<file path="src/assert_macros.svh">
// Assertion helpers for the top-level RTL file
`ifndef ASSERT_MACROS_SVH
`define ASSERT_MACROS_SVH

// Consequent must hold in the same cycle as the antecedent
`define ASSERT_IMPLY(name, clk, rstn, pre, post) \
    name: assert property (@(posedge clk) disable iff (!(rstn)) (pre) |-> (post)) \
        else $error("assertion failed: same-cycle implication");

// Consequent must hold in the cycle after the antecedent
`define ASSERT_NEXT(name, clk, rstn, pre, post) \
    name: assert property (@(posedge clk) disable iff (!(rstn)) (pre) |=> (post)) \
        else $error("assertion failed: next-cycle implication");

`endif

</file>
<file path="src/qabb_pkg.sv">
package qabb_pkg;

    // Opcodes of an input item
    localparam logic [1:0] OP_EDGE_A = 2'd0;
    localparam logic [1:0] OP_EDGE_B = 2'd1;
    localparam logic [1:0] OP_SAMPLE = 2'd2;

    // Field and datapath widths, sized for the largest legal parameters
    localparam int POS_W   = 32;
    localparam int INTV_W  = 18;
    localparam int DT_W    = 16;
    localparam int SUM_W   = 19;
    localparam int DIFF_W  = 35;
    localparam int MAG_W   = 34;
    localparam int NUM_W   = 54;
    localparam int SQ_W    = 38;
    localparam int CPR_W   = 16;
    localparam int DEN_W   = 54;
    localparam int PROD_W  = MAG_W + NUM_W;
    localparam int QUO_W   = 32;

    // Sequencer step counts
    localparam int MUL_STEPS = MAG_W / 2;
    localparam int DIV_STEPS = QUO_W;
    localparam int STEP_W    = 5;

    typedef enum logic [2:0] {
        ST_IDLE,
        ST_MUL,
        ST_PREP,
        ST_DIV,
        ST_DONE
    } t_state;

    // Sequencer commands to the datapath
    typedef struct packed {
        logic load;
        logic mul_step;
        logic prep;
        logic div_step;
    } t_dp_ctrl;

    // Sequencer status to the top level
    typedef struct packed {
        logic busy;
        logic done;
    } t_seq_stat;

endpackage

</file>
<file path="src/quadrature_accel_bang_bang_unit.sv">
// Channel   Dir  Handshake                    Payload
// s_axis    in   i_s_axis_tvalid/o_s_axis_tready  tuser opcode, tdata pins and ticks
// m_axis    out  o_m_axis_tvalid/i_m_axis_tready  tdata result, tuser decision flag
// cfg       in   i_cfg_valid/o_cfg_ready          target acceleration, Q16.16
//
// Edge items and unused opcodes go straight to the output register; the result is valid in the next cycle.
// A sample tick runs one load, 17 radix-4 multiply steps, one divisor setup and 32
// restoring divide steps on the shared 88-bit adder, then writeback.
// Input is not ready while a sample is in flight or the output register is full
// and stalled. Reset is synchronous, active low; the cfg port is always ready.
`include "assert_macros.svh"

module quadrature_accel_bang_bang_unit import qabb_pkg::*; #(
    parameter int COUNTS_PER_REV = 2400,
    parameter int TICK_RATE      = 250000
) (
    input  logic        i_clk,
    input  logic        i_rst_n,
    input  logic        i_s_axis_tvalid,
    output logic        o_s_axis_tready,
    // [0] pin_a, [1] pin_b, [17:2] elapsed_ticks, [23:18] zero
    input  logic [23:0] i_s_axis_tdata,
    // [1:0] opcode
    input  logic [1:0]  i_s_axis_tuser,
    output logic        o_m_axis_tvalid,
    input  logic        i_m_axis_tready,
    // [31:0] position, [63:32] accel_estimate, [64] drive_reverse, [71:65] zero
    output logic [71:0] o_m_axis_tdata,
    // [0] decision_made
    output logic [0:0]  o_m_axis_tuser,
    input  logic        i_cfg_valid,
    output logic        o_cfg_ready,
    input  logic [31:0] i_cfg_data
);

    logic [POS_W-1:0]  r_target;
    logic [POS_W-1:0]  r_count, n_count;
    logic [POS_W-1:0]  r_older;
    logic [POS_W-1:0]  r_newer;
    logic [INTV_W-1:0] r_interval;
    logic [POS_W-1:0]  r_accel;
    logic              r_reverse;
    logic [DT_W-1:0]   r_dt;
    logic              r_m_valid;
    logic [71:0]       r_m_data;
    logic              r_m_made;

    logic              w_s_acc;
    logic              w_start;
    logic              w_out_free;
    logic              w_pin_a;
    logic              w_pin_b;
    logic [DT_W-1:0]   w_dt;
    logic signed [DIFF_W-1:0] w_diff;
    logic [SUM_W-1:0]  w_sum;
    logic [POS_W-1:0]  w_est;
    logic              w_rev;
    t_dp_ctrl          w_ctrl;
    t_seq_stat         w_stat;

    assign w_pin_a = i_s_axis_tdata[0];
    assign w_pin_b = i_s_axis_tdata[1];
    assign w_dt    = i_s_axis_tdata[17:2];

    assign w_out_free      = !r_m_valid || i_m_axis_tready;
    assign o_s_axis_tready = !w_stat.busy && w_out_free;
    assign w_s_acc         = i_s_axis_tvalid && o_s_axis_tready;
    assign w_start         = w_s_acc && (i_s_axis_tuser == OP_SAMPLE);
    assign o_cfg_ready     = 1'b1;

    // Second difference on sign-extended positions, interval sum
    assign w_diff = DIFF_W'(signed'(r_count)) - (DIFF_W'(signed'(r_newer)) <<< 1)
                  + DIFF_W'(signed'(r_older));
    assign w_sum  = SUM_W'(r_interval) + SUM_W'(w_dt);

    // Step the position on an edge
    always_comb begin
        n_count = r_count;
        case (i_s_axis_tuser)
            OP_EDGE_A: n_count = (w_pin_a == w_pin_b) ? r_count - 1'b1 : r_count + 1'b1;
            OP_EDGE_B: n_count = (w_pin_a == w_pin_b) ? r_count + 1'b1 : r_count - 1'b1;
            default:   n_count = r_count;
        endcase
    end

    assign w_rev = (signed'(r_target) < signed'(w_est));

    qabb_seq u_seq (
        .i_clk      (i_clk),
        .i_rst_n    (i_rst_n),
        .i_start    (w_start),
        .i_out_free (w_out_free),
        .o_ctrl     (w_ctrl),
        .o_stat     (w_stat)
    );

    qabb_dp #(
        .COUNTS_PER_REV (COUNTS_PER_REV),
        .TICK_RATE      (TICK_RATE)
    ) u_dp (
        .i_clk      (i_clk),
        .i_ctrl     (w_ctrl),
        .i_diff     (w_diff),
        .i_sum      (w_sum),
        .o_estimate (w_est)
    );

    // Architectural state: config, position, sample history, decision
    always_ff @(posedge i_clk) begin
        if (!i_rst_n) begin
            r_target   <= POS_W'(13107);
            r_count    <= '0;
            r_older    <= '0;
            r_newer    <= '0;
            r_interval <= INTV_W'(TICK_RATE);
            r_accel    <= '0;
            r_reverse  <= 1'b0;
        end else begin
            if (i_cfg_valid && o_cfg_ready) begin
                r_target <= i_cfg_data;
            end
            if (w_s_acc) begin
                r_count <= n_count;
            end
            if (w_stat.done) begin
                r_accel    <= w_est;
                r_reverse  <= w_rev;
                r_older    <= r_newer;
                r_newer    <= r_count;
                r_interval <= INTV_W'(r_dt);
            end
        end
    end

    // Hold elapsed ticks for the end of the sample
    always_ff @(posedge i_clk) begin
        if (w_start) begin
            r_dt <= w_dt;
        end
    end

    // Output register
    always_ff @(posedge i_clk) begin
        if (!i_rst_n) begin
            r_m_valid <= 1'b0;
        end else if ((w_s_acc && !w_start) || w_stat.done) begin
            r_m_valid <= 1'b1;
        end else if (i_m_axis_tready) begin
            r_m_valid <= 1'b0;
        end
    end

    always_ff @(posedge i_clk) begin
        if (w_s_acc && !w_start) begin
            r_m_data <= {7'd0, r_reverse, r_accel, n_count};
            r_m_made <= 1'b0;
        end else if (w_stat.done) begin
            r_m_data <= {7'd0, w_rev, w_est, r_count};
            r_m_made <= 1'b1;
        end
    end

    assign o_m_axis_tvalid   = r_m_valid;
    assign o_m_axis_tdata    = r_m_data;
    assign o_m_axis_tuser[0] = r_m_made;

    // Checks
    `ASSERT_IMPLY(a_busy_blocks_input, i_clk, i_rst_n, w_stat.busy, !o_s_axis_tready)
    `ASSERT_NEXT(a_sample_starts_seq, i_clk, i_rst_n, w_start, w_stat.busy)
    `ASSERT_NEXT(a_edge_result_next, i_clk, i_rst_n, w_s_acc && !w_start, r_m_valid && !r_m_made)

endmodule

</file>
<file path="src/qabb_seq.sv">
module qabb_seq import qabb_pkg::*; (
    input  logic      i_clk,
    input  logic      i_rst_n,
    input  logic      i_start,
    input  logic      i_out_free,
    output t_dp_ctrl  o_ctrl,
    output t_seq_stat o_stat
);

    t_state            r_state, n_state;
    logic [STEP_W-1:0] r_step, n_step;

    // State and step counter
    always_ff @(posedge i_clk) begin
        if (!i_rst_n) begin
            r_state <= ST_IDLE;
            r_step  <= '0;
        end else begin
            r_state <= n_state;
            r_step  <= n_step;
        end
    end

    // Next state and datapath commands
    always_comb begin
        n_state     = r_state;
        n_step      = r_step;
        o_ctrl      = '0;
        o_stat.busy = (r_state != ST_IDLE);
        o_stat.done = 1'b0;
        case (r_state)
            ST_IDLE: begin
                if (i_start) begin
                    o_ctrl.load = 1'b1;
                    n_state     = ST_MUL;
                    n_step      = '0;
                end
            end
            ST_MUL: begin
                o_ctrl.mul_step = 1'b1;
                if (r_step == STEP_W'(MUL_STEPS - 1)) begin
                    n_state = ST_PREP;
                end else begin
                    n_step = r_step + 1'b1;
                end
            end
            ST_PREP: begin
                o_ctrl.prep = 1'b1;
                n_state     = ST_DIV;
                n_step      = '0;
            end
            ST_DIV: begin
                o_ctrl.div_step = 1'b1;
                if (r_step == STEP_W'(DIV_STEPS - 1)) begin
                    n_state = ST_DONE;
                end else begin
                    n_step = r_step + 1'b1;
                end
            end
            ST_DONE: begin
                // hold until the output register can take the result
                if (i_out_free) begin
                    o_stat.done = 1'b1;
                    n_state     = ST_IDLE;
                end
            end
            default: begin
                n_state = ST_IDLE;
            end
        endcase
    end

endmodule

</file>
<file path="src/qabb_dp.sv">
module qabb_dp import qabb_pkg::*; #(
    parameter int COUNTS_PER_REV = 2400,
    parameter int TICK_RATE      = 250000
) (
    input  logic                     i_clk,
    input  t_dp_ctrl                 i_ctrl,
    input  logic signed [DIFF_W-1:0] i_diff,
    input  logic [SUM_W-1:0]         i_sum,
    output logic [POS_W-1:0]         o_estimate
);

    // Numerator constant 4 * TICK_RATE^2 * 65536 and its radix-4 multiples
    localparam logic [63:0]        K_TR64 = 64'(TICK_RATE);
    localparam logic [NUM_W-1:0]   K_NUM  = NUM_W'((K_TR64 * K_TR64) << 18);
    localparam logic [NUM_W+1:0]   K_NUM2 = (NUM_W + 2)'(K_NUM) << 1;
    localparam logic [NUM_W+1:0]   K_NUM3 = (NUM_W + 2)'(K_NUM) + K_NUM2;
    localparam logic [CPR_W-1:0]   K_CPR  = CPR_W'(COUNTS_PER_REV);

    logic [MAG_W-1:0]  r_mag;
    logic              r_neg;
    logic              r_d_zero;
    logic              r_s_zero;
    logic [SUM_W-1:0]  r_s;
    logic [SQ_W-1:0]   r_sq;
    logic [DEN_W-1:0]  r_den;
    logic [PROD_W-1:0] r_acc;
    logic [PROD_W-1:0] r_dvs;
    logic [QUO_W-1:0]  r_q;

    logic [PROD_W-1:0] w_a;
    logic [PROD_W-1:0] w_b;
    logic              w_sub;
    logic [PROD_W:0]   w_sum;
    logic              w_carry;
    logic [1:0]        w_digit;

    assign w_digit = r_mag[MAG_W-1 -: 2];

    // Shared wide adder: shift-add in multiply, trial subtract in divide
    always_comb begin
        w_a   = r_acc;
        w_b   = r_dvs;
        w_sub = 1'b1;
        if (i_ctrl.mul_step) begin
            w_a   = r_acc << 2;
            w_sub = 1'b0;
            case (w_digit)
                2'd0:    w_b = '0;
                2'd1:    w_b = PROD_W'(K_NUM);
                2'd2:    w_b = PROD_W'(K_NUM2);
                2'd3:    w_b = PROD_W'(K_NUM3);
                default: w_b = '0;
            endcase
        end
        w_sum = {1'b0, w_a} + {1'b0, w_b ^ {PROD_W{w_sub}}} + (PROD_W + 1)'(w_sub);
    end

    assign w_carry = w_sum[PROD_W];

    // Operand capture, multiply and divide iterations
    always_ff @(posedge i_clk) begin
        if (i_ctrl.load) begin
            r_neg    <= i_diff[DIFF_W-1];
            r_mag    <= MAG_W'(i_diff[DIFF_W-1] ? -i_diff : i_diff);
            r_d_zero <= (i_diff == '0);
            r_s      <= i_sum;
            r_s_zero <= (i_sum == '0);
            r_acc    <= '0;
        end
        if (i_ctrl.mul_step) begin
            r_acc <= w_sum[PROD_W-1:0];
            r_mag <= r_mag << 2;
            // divisor COUNTS_PER_REV * S^2 settles through r_sq then r_den during the multiply steps
            r_sq  <= SQ_W'(r_s) * SQ_W'(r_s);
            r_den <= DEN_W'(r_sq) * DEN_W'(K_CPR);
        end
        if (i_ctrl.prep) begin
            r_dvs <= PROD_W'(r_den) << (QUO_W - 1);
            r_q   <= '0;
        end
        if (i_ctrl.div_step) begin
            if (w_carry) begin
                r_acc <= w_sum[PROD_W-1:0];
            end
            r_q   <= {r_q[QUO_W-2:0], w_carry};
            r_dvs <= r_dvs >> 1;
        end
    end

    // Sign and saturate; top quotient bit set means magnitude reached 2^31
    always_comb begin
        if (r_d_zero) begin
            o_estimate = '0;
        end else if (r_s_zero || r_q[QUO_W-1]) begin
            o_estimate = r_neg ? {1'b1, {(POS_W-1){1'b0}}} : {1'b0, {(POS_W-1){1'b1}}};
        end else if (r_neg) begin
            o_estimate = POS_W'(0) - r_q;
        end else begin
            o_estimate = r_q;
        end
    end

endmodule

</file>
<file path="config.mk">
export PLATFORM = sky130hd
export DESIGN_NAME = quadrature_accel_bang_bang_unit
export DESIGN_NICKNAME = d
export VERILOG_FILES = /design/src/qabb_pkg.sv /design/src/quadrature_accel_bang_bang_unit.sv /design/src/qabb_seq.sv /design/src/qabb_dp.sv
export VERILOG_INCLUDE_DIRS = /design/src /design/src/src
export SDC_FILE = /design/constraint.sdc
export NUM_CORES = 2
export LEC_CHECK = 0
export BUFFER_PORTS_ARGS = -buffer_cell sky130_fd_sc_hd__buf_2
export CORE_MARGIN = 5
export CORE_UTILIZATION = 40
export CTS_CLUSTER_SIZE = 24
export DETAILED_ROUTE_END_ITERATION = 8
export MAX_ROUTING_LAYER = met4
export PLACE_DENSITY_LB_ADDON = 0.05
export SLEW_MARGIN = 20
export SYNTH_ARGS = -nofsm -noshare
export SYNTH_HDL_FRONTEND = slang
export SYNTH_SLANG_ARGS = --single-unit
</file>
<file path="constraint.sdc">
create_clock -name i_clk -period 23.5 [get_ports i_clk]
set_input_delay 4.7 -clock i_clk [delete_from_list [all_inputs] [get_ports i_clk]]
set_output_delay 4.7 -clock i_clk [all_outputs]
set_load 0.05 [all_outputs]
</file>
* Word-level counts from Yosys, hierarchy flattened *
Index checks and enable logic that the tools add are counted.

word-level totals
  word-level logic and storage cells = 122
  bits in registers = 610
  input bits = 63
  output and inout bits = 76

operators by class
  bitwise operators = 1
  reduce and logical (&&, ||, !) cells = 23
  muxes and demuxes = 42
  equality and inequality tests = 18
  $mul = 2
  order comparisons = 1
  $add $sub $neg = 10

operator list
  cell                   number
  $mux 88                6
  $pmux 88 s4            1
  $mux 32                8
  $mux 65                2
  $mux 34                3
  $add 88x88->89         1
  $add 89x1->89          1
  $xor 88x88->88         1
  $mux 81                1
  $mux 80                1
  $pmux 32 s2            1
  $mul 38x7->45 const B  1
  $mul 19x19->38         1
  $add 34x32->35         1
  $logic_not 35->1       1
  $neg 34->34            1
  $sub 32x33->34         1
  $add 32x1->32 const B  1
  $lt 32x32->1           1
  $sub 1x32->32 const A  1
  $sub 32x1->32 const B  1
  $pmux 5 s4             1
  $add 18x16->19         1
  $logic_not 19->1       1
  23 further kinds       58

* Logic depth before layout (Yosys ltp) *
  word-level depth = 11
  gate-level depth with buffers = 27
  mapped depth without buffers = 25

* Hierarchy *
A second synthesis with hierarchy kept.

second synthesis, totals
  cell total of the unflattened synthesis = 5418
  area total of the unflattened synthesis = 50719.9 µm²

by module, submodules not included
  module                           times used  seq. area each (µm²)  cells an instance  area each (µm²)
  qabb_dp                          1           9248.9                3869               35698.0
  quadrature_accel_bang_bang_unit  1           6035.8                1488               14468.9
  qabb_seq                         1           160.2                 61                 553.0

* Worst setup path after synthesis *
OpenSTA, ideal clock, no wires.

  kind = input port to output port
  start = input i_m_axis_tready
  end = output o_s_axis_tready
  arrival time = 6.391 ns
  stages on the path = 2
  required time = 18.800 ns
  setup slack = 12.409 ns
  buffers on the path = 0
  path through = nor2b_1 -> nor4_1

on the way
  word-level cells in the longest chain between the ends = 2

RTL lines
  what               RTL line                               RTL
  from (decl)        quadrature_accel_bang_bang_unit.sv:26  input logic i_m_axis_tready,
  $logic_or 1x1->1   quadrature_accel_bang_bang_unit.sv:65  assign w_out_free = !r_m_valid || i_m_axis_tready;
  $logic_and 1x1->1  quadrature_accel_bang_bang_unit.sv:66  assign o_s_axis_tready = !w_stat.busy && w_out_free;
  to (decl)          quadrature_accel_bang_bang_unit.sv:20  output logic o_s_axis_tready,

Every way passes these cells.

* Worst setup path in the final report *
Ends and elaborated chain as after synthesis.

==> results.md <==
* Status: complete, no violations
* Synth Register Bits at 607
* Reg clk slew, reported paths at around 0.06 ns
* Largest area contributor in the netlist: edfxtp_1
* Slew of the pin with the lowest slew margin at 1.07 ns
* Leak pwr at around 25 nW
* Min Tclk post-route at between 10 and 15 ns
* Register area share after synthesis at 30.8%
* Vias per cell at between 5 and 6
* Setup CP Type: primary input to primary output
* Number of DRC markers in iteration 0 at 2,038
* NumNets Final at 6,620
* Hpwl dp at roughly 91,000 microns
* Die Span Y at 364 microns
* Cts repair resizes at 0
* Top Ports at 139
* CTS max path bufs at 3
* Post-synth EDFFs at roughly 330
* Fmax at 0.0972 GHz
* Critical Path Start Type: primary input
* Drt first pass iters at 5
* Final period util at 43.8%
* # rows at 130
* Port bufs at 124
* Setup TNS at 0 ns
* Layout cells sized above 1 at under 10%
* TritonCTS clock tree: built
* RSZ-0062 raised after global routing: no
* Clock Skew at 0.0191 ns
* Post-synth top area share at around a fifth
* Cells after DPL at 7,359
* Worst-path maximum fanout at 4
* Syn_area_per_cell at 8.62 sq um
* Crit path arrival time at roughly 5.6 ns
* Number of global-route vias before repair at 38,500
* Hold Vio Cnt, Final at 0
* VDD IR-drop max at between 0.00015 and 0.0002 V
* RePlAce Congestion at 0.835
* Post-synth top flop: edfxtp_1
* Cell with the most instances after synthesis: nand2_1
* DRT Wirelength at 122,000 microns
* Core area at 125,000 sq um
* Power density over the cells at 146 nW/um^2
* # clock sinks at ~610
* Antenna-violating nets left at 0
* Pins Over Slew Limit at 0
* Min-Delay Path Class: flip-flop to flip-flop
* Wirelength per Cell at around 16 microns
* Root Buffer: clkbuf_16
* Layout area overhead at 9.20%
* CTS Buf Count at 78
* Overall global routing resource usage at 19.1%
* Number of distinct library cells after synthesis at 95
* H-tree levels at 3
* Share of flip-flops with an asynchronous set or reset at 0%
* Final setup violation count at 0
* Initial antenna violation count at 4
* Die Wd at 364 microns
* Synthesized area at approximately 50,000 sq um
* Cts hold-fix bufs at 0
* First-pass GRT wire length at 203,000 microns
* Later-pin clock latency in the skew report at 0.67 ns
* Post-synthesis cell count at 5,817
* Yosys warns at 0
* Largest net degree at the start of global routing at 92
* Max-Cap Viols at 0
* Vias at 38,400
* # Post-CTS Setup Buffers at 0
* Top cells by count, synth: nand2_1, inv_1, ha_1
* Final cell count without fillers at 7,508
* Slew headroom at 28.9%
* CP endpoint kind: primary output
* Congestion Overflow GR at 0
* Initial Util at between 40% and 50%
* Ranking of synthesized cells by area: edfxtp_1, fa_1, dfxtp_1, ha_1, nand2_1
* CP required at 18.80 ns
* Post-route DRC violation count at 0
* Die area at approximately 130,000 sq um
[layer usage]
layer / global-route usage [%] / share of wire [%]
met5: - / 0
met4: 4.08 / 1.9
met3: 2.56 / 3.6
met2: 29.8 / 45
met1: 26.9 / 50
[cell type report]
class                      instances  area (sq um)
fill                           12500         70300
multi-input combinational       4205         31000
sequential                       607         15400
inverter                         732          2760
clock buffer                     112          2220
tap                             1650          2060
timing repair buffer             165           928
clock inverter                    33           367
antenna                            4          10.0
[per-stage QoR]
step / hold slack (ns) / worst slack [ns] / instance area (sq um) / power, mW / utilization (%)
floorplan: 0.432 / 12.41 / 50200 / 5.76 / -
global placement: 0.435 / 13.25 / 52200 / 6.79 / 41.7
detailed placement: 0.447 / 13.22 / 52200 / 6.81 / 41.7
CTS: 0.455 / 13.22 / 54800 / 8.09 / 43.8
global route: 0.467 / 13.19 / 54800 / 8.87 / 43.8
finish: 0.452 / 13.21 / 54800 / 7.97 / 43.8
[final timing paths]
check,slack (ns),depth (start not counted),end,start
setup / recovery,13.21,5,o_s_axis_tready,i_m_axis_tready
hold / removal,0.45,2,r_older[7],r_older[7]
setup reg to reg,15.86,22,u_dp.r_sq[34],u_dp.r_s[1]
hold reg to reg,0.45,2,r_older[7],r_older[7]
[power by group]
group / switching [mW] / total (mW) / internal, mW
sequential: 0.130 / 1.66 / 1.53
clock: 0.496 / 1.22 / 0.719
combinational: 2.92 / 5.10 / 2.18
total: 3.54 / 7.97 / 4.43
[flip-flops by register name, summed over array words and instances, names as in the netlist, 19 cells and up]
name	count
u_dp.r_q	32
u_dp.r_sq	37
u_dp.r_dvs	81
r_target	32
u_dp.r_acc	88
r_older	32
u_dp.r_s	19
r_accel	32
u_dp.r_mag	34
r_count	32
u_dp.r_den	44
r_newer	32
o_m_axis_tdata	65
[worst max-delay path: stages]
cell     delay (ns)
buf_2          0.08
nor2b_1        0.06
nor4_1         0.23
buf_4          0.23
buf_2          0.28
[cell families after synthesis]
kind of cell | after synthesis | share of synthesized area [%]
simple gates | 1987 | 17.9
compound gates | 1115 | 13.5
buf+inv | 1014 | 7.66
fa+ha+maj | 768 | 24.4
flops | 607 | 30.8
xor+xnor | 268 | 4.68
mux | 56 | 1.12
other cells | 2 | 0.0150
[layout by cell type, fill, tap and decap left out, types with 81 or more instances in the layout]
cell / Yosys / final
nand2_1: 945 / 943
inv_1: 728 / 728
ha_1: 418 / 418
a21oi_1: 400 / 400
nor2_1: 370 / 368
fa_1: 350 / 350
edfxtp_1: 329 / 329
o21ai_0: 286 / 286
dfxtp_1: 278 / 277
xnor2_1: 168 / 168
nand3_1: 146 / 144
buf_2: 5 / 124
a21o_1: 115 / 115
and2_1: 115 / 114
xor2_1: 100 / 100
and3_1: 96 / 95
clkbuf_16: 0 / 81
No activity file was read; power rests on OpenSTA's default activity.
